**config.mk**
```make
export PLATFORM = sky130hd
export DESIGN_NAME = terminated_frame_assembler_timeout_flat
export DESIGN_NICKNAME = d
export VERILOG_FILES = /design/src/tfa_pkg.sv /design/src/tfa_rx_if.sv /design/src/tfa_frame_if.sv /design/src/tfa_ctrl.sv /design/src/tfa_dpath.sv /design/src/terminated_frame_assembler_timeout.sv /design/src/flat_wrapper.sv
export SDC_FILE = /design/constraint.sdc
export NUM_CORES = 1
export LEC_CHECK = 0
export BUFFER_PORTS_ARGS = -buffer_cell sky130_fd_sc_hd__buf_2
export CORE_UTILIZATION = 40
export CTS_CLUSTER_DIAMETER = 30
export CTS_CLUSTER_SIZE = 40
export DETAILED_ROUTE_END_ITERATION = 16
export GPL_TIMING_DRIVEN = 0
export PLACE_DENSITY = 0.65
export REMOVE_ABC_BUFFERS = 1
export SYNTH_ARGS = -nofsm -noshare
export SYNTH_HDL_FRONTEND = slang
export SYNTH_SLANG_ARGS = --single-unit
export TNS_END_PERCENT = 1
```
**constraint.sdc**
```tcl
create_clock -name clk -period 5.4 [get_ports clk]
set_clock_uncertainty 0.1 [all_clocks]
set_input_delay 0.81 -clock clk [delete_from_list [all_inputs] [get_ports clk]]
set_output_delay 0.81 -clock clk [all_outputs]
set_load 0.05 [all_outputs]
```
**src/tfa_pkg.sv**
```systemverilog
`timescale 1ns / 1ps
`default_nettype none

package tfa_pkg;

    localparam int BUF_DEPTH_DEF = 64;

    localparam int BYTE_W     = 8;
    localparam int LEN_W      = 6;
    localparam int TICK_W     = 16;
    localparam int CFG_IDX_W  = 1;
    localparam int CFG_DATA_W = 16;

    localparam logic [BYTE_W-1:0] TERM_RESET    = 8'd94;
    localparam logic [TICK_W-1:0] TIMEOUT_RESET = 16'd300;
    localparam logic [TICK_W-1:0] TICK_MAX      = '1;

    localparam logic [CFG_IDX_W-1:0] REG_TERMINATOR = 1'd0;
    localparam logic [CFG_IDX_W-1:0] REG_TIMEOUT    = 1'd1;

    localparam logic ACT_BYTE = 1'b0;
    localparam logic ACT_TICK = 1'b1;

    typedef enum logic [1:0] {
        ST_IDLE,
        ST_LOAD,
        ST_SEND
    } state_t;

    // controller to datapath
    typedef struct packed {
        logic accept;      // request taken this cycle
        logic load_first;  // read entry 0 into the output register
        logic load_next;   // read the following entry into the output register
    } cmd_t;

    // datapath to controller
    typedef struct packed {
        logic close;       // the pending request closes the frame
        logic last;        // output register holds the final byte
    } status_t;

endpackage

`default_nettype wire

```
**src/tfa_rx_if.sv**
```systemverilog
`timescale 1ns / 1ps
`default_nettype none

interface tfa_rx_if;
    logic                        valid;
    logic                        ready;
    logic                        action;
    logic [tfa_pkg::BYTE_W-1:0]  rx_byte;

    modport source (output valid, output action, output rx_byte, input ready);
    modport sink   (input valid, input action, input rx_byte, output ready);
endinterface

`default_nettype wire

```
**src/tfa_frame_if.sv**
```systemverilog
`timescale 1ns / 1ps
`default_nettype none

interface tfa_frame_if;
    logic                        valid;
    logic                        ready;
    logic [tfa_pkg::BYTE_W-1:0]  frame_byte;
    logic [tfa_pkg::LEN_W-1:0]   frame_length;
    logic                        by_timeout;
    logic                        last;

    modport source (output valid, output frame_byte, output frame_length,
                    output by_timeout, output last, input ready);
    modport sink   (input valid, input frame_byte, input frame_length,
                    input by_timeout, input last, output ready);
endinterface

`default_nettype wire

```
**src/tfa_ctrl.sv**
```systemverilog
`timescale 1ns / 1ps
`default_nettype none

module tfa_ctrl (
    input  logic             clk,
    input  logic             rst_n,
    input  logic             rx_valid,
    output logic             rx_ready,
    output logic             frame_valid,
    input  logic             frame_ready,
    input  tfa_pkg::status_t status,
    output tfa_pkg::cmd_t    cmd
);

    tfa_pkg::state_t state_reg;
    tfa_pkg::state_t state_next;

    always_ff @(posedge clk or negedge rst_n)
    begin
        if (!rst_n)
        begin
            state_reg <= tfa_pkg::ST_IDLE;
        end
        else
        begin
            state_reg <= state_next;
        end
    end

    always_comb
    begin
        state_next = state_reg;
        unique case (state_reg)
            tfa_pkg::ST_IDLE:
            begin
                if (rx_valid && status.close)
                begin
                    state_next = tfa_pkg::ST_LOAD;
                end
            end
            tfa_pkg::ST_LOAD:
            begin
                state_next = tfa_pkg::ST_SEND;
            end
            tfa_pkg::ST_SEND:
            begin
                if (frame_ready && status.last)
                begin
                    state_next = tfa_pkg::ST_IDLE;
                end
            end
            default:
            begin
                state_next = tfa_pkg::ST_IDLE;
            end
        endcase
    end

    always_comb
    begin
        rx_ready       = 1'b0;
        frame_valid    = 1'b0;
        cmd.accept     = 1'b0;
        cmd.load_first = 1'b0;
        cmd.load_next  = 1'b0;
        unique case (state_reg)
            tfa_pkg::ST_IDLE:
            begin
                rx_ready   = 1'b1;
                cmd.accept = rx_valid;
            end
            tfa_pkg::ST_LOAD:
            begin
                cmd.load_first = 1'b1;
            end
            tfa_pkg::ST_SEND:
            begin
                frame_valid   = 1'b1;
                // stream the next byte straight behind the one taken
                cmd.load_next = frame_ready && !status.last;
            end
            default:
            begin
                rx_ready = 1'b0;
            end
        endcase
    end

`ifndef SYNTHESIS
    a_close_blocks_rx: assert property (@(posedge clk) disable iff (!rst_n)
        (rx_valid && rx_ready && status.close) |=> !rx_ready)
        else $error("request taken after frame close");

    a_load_shows: assert property (@(posedge clk) disable iff (!rst_n)
        cmd.load_first |=> frame_valid)
        else $error("first frame byte not presented");

    a_stream_on: assert property (@(posedge clk) disable iff (!rst_n)
        (frame_valid && frame_ready && !status.last) |=> (frame_valid && !rx_ready))
        else $error("frame emission broke off early");
`endif

endmodule

`default_nettype wire

```
**src/tfa_dpath.sv**
```systemverilog
`timescale 1ns / 1ps
`default_nettype none

module tfa_dpath #(
    parameter int BUF_DEPTH = tfa_pkg::BUF_DEPTH_DEF
) (
    input  logic                        clk,
    input  logic                        rst_n,
    input  logic                        rx_action,
    input  logic [tfa_pkg::BYTE_W-1:0]  rx_byte,
    input  logic [tfa_pkg::BYTE_W-1:0]  terminator,
    input  logic [tfa_pkg::TICK_W-1:0]  timeout,
    input  tfa_pkg::cmd_t               cmd,
    output tfa_pkg::status_t            status,
    output logic [tfa_pkg::BYTE_W-1:0]  frame_byte,
    output logic [tfa_pkg::LEN_W-1:0]   frame_length,
    output logic                        by_timeout,
    output logic                        last
);

    localparam int FW = $clog2(BUF_DEPTH);
    localparam logic [FW-1:0] MAX_FILL = FW'(BUF_DEPTH - 1);

    logic [tfa_pkg::BYTE_W-1:0] mem [BUF_DEPTH];

    logic [FW-1:0]              fill_reg,  fill_next;
    logic [tfa_pkg::TICK_W-1:0] idle_reg,  idle_next;
    logic [FW-1:0]              len_reg,   len_next;
    logic                       timed_reg, timed_next;
    logic [FW-1:0]              rd_ptr_reg, rd_ptr_next;
    logic                       last_reg,  last_next;
    logic [tfa_pkg::BYTE_W-1:0] byte_reg;

    logic                       is_byte;
    logic                       close_byte;
    logic                       close_timeout;
    logic [tfa_pkg::TICK_W-1:0] idle_inc;
    logic                       store_en;
    logic [tfa_pkg::BYTE_W-1:0] store_data;
    logic [FW-1:0]              fill_after;
    logic                       load;
    logic [FW-1:0]              rd_addr;

    assign is_byte       = (rx_action == tfa_pkg::ACT_BYTE);
    assign idle_inc      = (idle_reg < tfa_pkg::TICK_MAX) ? idle_reg + 1'b1 : idle_reg;
    assign close_byte    = is_byte && (rx_byte == terminator);
    assign close_timeout = !is_byte && (fill_reg != '0) && (idle_inc > timeout);
    assign status.close  = close_byte || close_timeout;
    assign status.last   = last_reg;

    // on a forced flush store a synthetic terminator; drop when full
    assign store_en   = cmd.accept && (is_byte || close_timeout) && (fill_reg < MAX_FILL);
    assign store_data = is_byte ? rx_byte : terminator;
    assign fill_after = store_en ? fill_reg + FW'(1) : fill_reg;

    assign load    = cmd.load_first || cmd.load_next;
    assign rd_addr = cmd.load_next ? rd_ptr_reg + FW'(1) : '0;

    always_comb
    begin
        fill_next   = fill_reg;
        idle_next   = idle_reg;
        len_next    = len_reg;
        timed_next  = timed_reg;
        rd_ptr_next = rd_ptr_reg;
        last_next   = last_reg;
        if (cmd.accept)
        begin
            idle_next = is_byte ? '0 : idle_inc;
            if (status.close)
            begin
                fill_next  = '0;
                len_next   = fill_after;
                timed_next = close_timeout;
            end
            else
            begin
                fill_next = fill_after;
            end
        end
        if (load)
        begin
            rd_ptr_next = rd_addr;
            last_next   = ((rd_addr + FW'(1)) == len_reg);
        end
    end

    always_ff @(posedge clk or negedge rst_n)
    begin
        if (!rst_n)
        begin
            fill_reg   <= '0;
            idle_reg   <= '0;
            len_reg    <= '0;
            timed_reg  <= 1'b0;
            rd_ptr_reg <= '0;
            last_reg   <= 1'b0;
        end
        else
        begin
            fill_reg   <= fill_next;
            idle_reg   <= idle_next;
            len_reg    <= len_next;
            timed_reg  <= timed_next;
            rd_ptr_reg <= rd_ptr_next;
            last_reg   <= last_next;
        end
    end

    always_ff @(posedge clk)
    begin
        if (store_en)
        begin
            mem[fill_reg] <= store_data;
        end
        if (load)
        begin
            byte_reg <= mem[rd_addr];
        end
    end

    assign frame_byte   = byte_reg;
    assign frame_length = tfa_pkg::LEN_W'(len_reg);
    assign by_timeout   = timed_reg;
    assign last         = last_reg;

`ifndef SYNTHESIS
    a_fill_bound: assert property (@(posedge clk) disable iff (!rst_n)
        fill_reg <= MAX_FILL)
        else $error("fill count beyond buffer capacity");

    a_close_empties: assert property (@(posedge clk) disable iff (!rst_n)
        (cmd.accept && status.close) |=> (fill_reg == '0 && len_reg != '0))
        else $error("closed frame left bytes or has no length");

    a_no_read_past: assert property (@(posedge clk) disable iff (!rst_n)
        cmd.load_next |-> (!last_reg && rd_ptr_reg + FW'(1) < len_reg))
        else $error("read past the end of the frame");
`endif

endmodule

`default_nettype wire

```
**src/terminated_frame_assembler_timeout.sv**
```systemverilog
`timescale 1ns / 1ps
`default_nettype none

// Frame assembler: each request on rx is either a received byte or a
// one millisecond tick. Bytes are kept in a frame memory of BUF_DEPTH-1
// usable entries; a byte equal to terminator_char closes the frame, and
// so does a tick once the idle ticks since the last byte exceed
// idle_timeout while bytes are held (a terminator is appended then if
// there is room). A closed frame goes out on frame one byte per cycle
// while frame.ready is high, after the first byte is read from the frame
// memory into the output register; rx is held off from the close until
// the last byte is taken, as the frame memory has a single read port.
// Register 0 is terminator_char (reset 0x5E), register 1 is idle_timeout
// (reset 300); write them only while no frame is being sent.
module terminated_frame_assembler_timeout #(
    parameter int BUF_DEPTH = tfa_pkg::BUF_DEPTH_DEF
) (
    input  logic                           clk,
    input  logic                           rst_n,
    tfa_rx_if.sink                         rx,
    tfa_frame_if.source                    frame,
    input  logic                           wr_en,
    input  logic [tfa_pkg::CFG_IDX_W-1:0]  wr_index,
    input  logic [tfa_pkg::CFG_DATA_W-1:0] wr_data
);

    logic [tfa_pkg::BYTE_W-1:0] term_reg;
    logic [tfa_pkg::TICK_W-1:0] timeout_reg;

    tfa_pkg::cmd_t    cmd;
    tfa_pkg::status_t status;

    always_ff @(posedge clk or negedge rst_n)
    begin
        if (!rst_n)
        begin
            term_reg    <= tfa_pkg::TERM_RESET;
            timeout_reg <= tfa_pkg::TIMEOUT_RESET;
        end
        else if (wr_en)
        begin
            unique case (wr_index)
                tfa_pkg::REG_TERMINATOR: term_reg    <= wr_data[tfa_pkg::BYTE_W-1:0];
                tfa_pkg::REG_TIMEOUT:    timeout_reg <= wr_data[tfa_pkg::TICK_W-1:0];
                default:                 term_reg    <= term_reg;
            endcase
        end
    end

    tfa_ctrl u_ctrl (
        .clk         (clk),
        .rst_n       (rst_n),
        .rx_valid    (rx.valid),
        .rx_ready    (rx.ready),
        .frame_valid (frame.valid),
        .frame_ready (frame.ready),
        .status      (status),
        .cmd         (cmd)
    );

    tfa_dpath #(
        .BUF_DEPTH (BUF_DEPTH)
    ) u_dpath (
        .clk          (clk),
        .rst_n        (rst_n),
        .rx_action    (rx.action),
        .rx_byte      (rx.rx_byte),
        .terminator   (term_reg),
        .timeout      (timeout_reg),
        .cmd          (cmd),
        .status       (status),
        .frame_byte   (frame.frame_byte),
        .frame_length (frame.frame_length),
        .by_timeout   (frame.by_timeout),
        .last         (frame.last)
    );

endmodule

`default_nettype wire

```
**src/flat_wrapper.sv**
```systemverilog
// flat-port wrapper written by rule: the top's interface ports become plain ports
module terminated_frame_assembler_timeout_flat 
#(
    parameter int BUF_DEPTH = tfa_pkg::BUF_DEPTH_DEF
)
  (clk, rst_n, wr_en, wr_index, wr_data, rx_valid, rx_action, rx_rx_byte, rx_ready, frame_valid, frame_frame_byte, frame_frame_length, frame_by_timeout, frame_last, frame_ready);
  tfa_rx_if rx_i ();
  tfa_frame_if frame_i ();
  input  logic clk;
  input  logic rst_n;
  input  logic wr_en;
  input  logic [tfa_pkg::CFG_IDX_W-1:0] wr_index;
  input  logic [tfa_pkg::CFG_DATA_W-1:0] wr_data;
  input wire logic [$bits(rx_i.valid)-1:0] rx_valid;
  input wire logic [$bits(rx_i.action)-1:0] rx_action;
  input wire logic [$bits(rx_i.rx_byte)-1:0] rx_rx_byte;
  output wire logic [$bits(rx_i.ready)-1:0] rx_ready;
  output wire logic [$bits(frame_i.valid)-1:0] frame_valid;
  output wire logic [$bits(frame_i.frame_byte)-1:0] frame_frame_byte;
  output wire logic [$bits(frame_i.frame_length)-1:0] frame_frame_length;
  output wire logic [$bits(frame_i.by_timeout)-1:0] frame_by_timeout;
  output wire logic [$bits(frame_i.last)-1:0] frame_last;
  input wire logic [$bits(frame_i.ready)-1:0] frame_ready;
  assign rx_i.valid = rx_valid;
  assign rx_i.action = rx_action;
  assign rx_i.rx_byte = rx_rx_byte;
  assign rx_ready = rx_i.ready;
  assign frame_valid = frame_i.valid;
  assign frame_frame_byte = frame_i.frame_byte;
  assign frame_frame_length = frame_i.frame_length;
  assign frame_by_timeout = frame_i.by_timeout;
  assign frame_last = frame_i.last;
  assign frame_i.ready = frame_ready;
  terminated_frame_assembler_timeout #(.BUF_DEPTH(BUF_DEPTH)) u_core (.clk(clk), .rst_n(rst_n), .rx(rx_i), .frame(frame_i), .wr_en(wr_en), .wr_index(wr_index), .wr_data(wr_data));
endmodule
```
==> results.md <==
* Status: finished with violations
* Violated checks: negative setup slack
* Post-Syn Area at around 25,000 µm²
* Max reg flops at ~500
* Ant diodes at 0
* CP required at 5.59 ns
* First-pass GRT wire length at between 90 and 100 mm
* Clock Power Share at 50.7%
* Max_slew headroom at under 10%
* Share of layout cells above drive strength 1 at a little over a quarter
* Vias at around 15,000
* Clk buf depth at 3
* Slew Limit Fails at 0
* NetSw at ~0.0037 W
* Synth top area cells: edfxtp_1 (63%), dfrtp_1 (5.3%), mux4_2 (4.4%)
* Rows at 90
* IO buf count at 48
* Final Wtd Congestion at between 0.8 and 0.9
* Crit start category: flop
* Worst-margin pin slew at ~1.4 ns
* Post-route cell area at slightly above 30,000 µm²
* Setup WS post-layout at -0.0599 ns
* Leak Pwr at ~10 nW
* Fmax at 0.183 GHz
* Prevailing post-synth register cell: edfxtp_1
* Vias in the first global route at 14,700
* Post-synth EDFFs at 520
* Clk_lat worst skew at roughly 0.66 ns
* Seq cells post-synth at slightly below 600
* Router iterations before antenna repair at 6
* Area of the die at 63,000 µm²
* Largest net degree at the start of global routing at 65
* Final wirelength at 59.8 mm
* Dpl cell area at approximately 26,000 µm²
* Tot GR Track Use at roughly a fifth
* Min Hold Slack at around 0.17 ns
* Avg Synthesized Cell Area at approximately 16 µm²
* Tot Pwr at 0.0143 W
* Internal at between 0.01 and 0.015 W
* DRC violations left at 0
* Comb pwr share at 11.8%
* Die Width at 251 µm
* Final Hold Viols at 0
* Sw Share at between 20% and 30%
* Area of the core at roughly 61,000 µm²
* Worst Path Arrival at roughly 5.7 ns
* Num ports at approximately 50
* Worst-path fanout max at 12
* Register area at 17,200 µm²
* Crit. End Element: flop
* DRT antenna net count at 0
* Clock transition at the registers of the reported paths at ~0.05 ns
* Drt wl/cell at 23.3 µm
* Crit Path Class: flop to flop
* Die Y at 251 µm
* Setup repair after global routing missed its margin: true
* Hold Path Class: primary input to asynchronous set/reset pin
* Area occupied by multi-input gates at 7290 µm²
* Max IR drop VDD at approximately 0.3 mV
* YS warnings at 0
* Top post-synthesis cells by count: edfxtp_1 (520), nand2_1 (122), nor2_1 (100), a211oi_1 (67), mux2_2 (62)
* Max cap viols at 0
* H-Tree Level Count at 3
* FF-to-FF path depth at 11
* Cell count after synthesis at 1,592
* Fin crit share at 101%
* Yosys top cell area share at 62.9%
* Reg-to-reg critical path startpoint: u_core.u_dpath.idle_reg[5]
* DRT iter0 DRCs at roughly 1,400
* Area Overhead vs Synth at 21.6%
* Initial antenna violation count at 0
* R2r setup slk at -0.06 ns
* PD cells at 473 nW/µm²
* Layout Nets at roughly 1,700
* CTS buffer count at ~110
* CTS tree: built
* Sequential-to-total area share from yosys stat at ~69%
* Tmin final at ~5.5 ns
* Routed vias/inst at between 5 and 6
* CTS Root Cell: clkbuf_16
* Most frequent cell after synthesis: edfxtp_1
* Sequential Power Share at a little under two fifths
* Dominant cell type by area after synthesis: edfxtp_1
* DP Wirelength at 34.9 mm
* # fillers at about 5,000
* Total gr overflow at 0
* Initial core utilization at between 40% and 50%
* R2r endpoint: u_core.u_dpath.mem[29][5]
* Util after Layout at roughly half
* Final setup vio count at 48
* Number of distinct library cells after synthesis at 69
* Clock sink total at approximately 580
* Async S/R FF share, synth at a little over a tenth
==> worst max path at each step <==
| stage | from | endpoint | slack (ns) |
|---|---|---|---|
| final | u_core.u_dpath.idle_reg[5] | u_core.u_dpath.mem[29][5] | -0.06 |
| after global routing | u_core.u_dpath.idle_reg[5] | u_core.u_dpath.mem[37][0] | -0.40 |
| after CTS | u_core.u_dpath.idle_reg[5] | u_core.u_dpath.mem[61][7] | -0.11 |
| after detailed placement | u_core.u_dpath.idle_reg[5] | u_core.u_dpath.mem[19][4] | -0.79 |
| after global placement | u_core.u_dpath.rd_ptr_reg[0] | u_core.u_dpath.frame_byte[6] | -8.54 |
| after floorplan | u_core.u_dpath.rd_ptr_reg[0] | u_core.u_dpath.frame_byte[6] | -2.91 |
==> routing by layer <==
| layer | GRT usage (%) | share of wire (%) | up-vias |
|---|---|---|---|
| met3 | 3.82 | 6.8 | 101 |
| met4 | 6.93 | 2.5 | 0 |
| met1 | 25.9 | 43 | 7601 |
| met2 | 30.4 | 48 | 554 |
| met5 | 0 | 0 | - |
| li1 | - | - | 6549 |
==> per-stage QoR <==
step | instances | setup TNS [ns] | setup WS (ns)
final | 2564 | -1.17 | -0.0599
after global routing | 2564 | -67.51 | -0.395
after CTS | 2562 | -4.22 | -0.107
after detailed placement | 2338 | -309.18 | -0.786
after global placement | 2326 | -382.85 | -8.54
after floorplan | 1496 | -27.92 | -2.91
==> placed cells by master, fill, tap and decap left out, types with 22 or more instances in the layout <==
| cell | instances |
|---|---|
| edfxtp_1 | 520 |
| nand2_1 | 120 |
| clkbuf_16 | 116 |
| a211oi_1 | 67 |
| nor2_2 | 63 |
| mux2_2 | 58 |
| dfrtp_1 | 52 |
| mux4_2 | 48 |
| mux2i_1 | 48 |
| buf_2 | 47 |
| nor2b_1 | 40 |
| nor2_1 | 37 |
| nand3_1 | 35 |
| o22ai_1 | 28 |
| o21a_1 | 23 |
| inv_1 | 22 |
==> layout make-up <==
| cell class | instances | share of cell area, % |
|---|---|---|
| inverter | 24 | 0.307 |
| tap | 782 | 3.24 |
| multi-input combinational | 890 | 24.2 |
| sequential | 582 | 56.9 |
| clock buffer | 127 | 9.79 |
| timing repair buffer | 68 | 2.05 |
| clock inverter | 91 | 3.52 |
==> worst max-delay path, stage by stage (launching register included) <==
cell and delay (ns):
dfrtp_1 0.44, and3_1 0.29, nand4_1 0.27, o31ai_2 0.58, nor2_1 0.16, xor2_1 0.18
ha_1 0.32, nand4_1 0.21, a2111o_1 0.45, a31oi_2 0.53, nand4_1 0.81, nor2_2 0.75
==> power by group through the flow <==
stage               clock network (W)  logic (W)  registers [W]
floorplan                           0    0.00100        0.00552
global placement                    0    0.00147        0.00560
detailed placement                  0    0.00161        0.00542
CTS                           0.00730    0.00165        0.00534
global route                  0.00753    0.00180        0.00536
finish                        0.00724    0.00169        0.00535
==> what timing repair did <==
action / 4_1_cts / 5_1_grt
setup buffers: 6 / 1
setup endpoints to repair: 515 / 387
hold buffers: 0 / 0
resized for setup: 29 / 37
pin swaps: 3 / 1
==> kinds of logic after synthesis <==
group	count (synthesis)	synth area share, %
adders and majority gates	21	1.06
buffers and inverters	120	2.29
DFF	582	69.2
muxes	171	10.5
AOI/OAI and AO/OA	281	8.31
and+or+nand+nor	387	7.54
xor gates and xnor gates	30	1.09
Note: power is estimated with default switching activity, not from simulation.
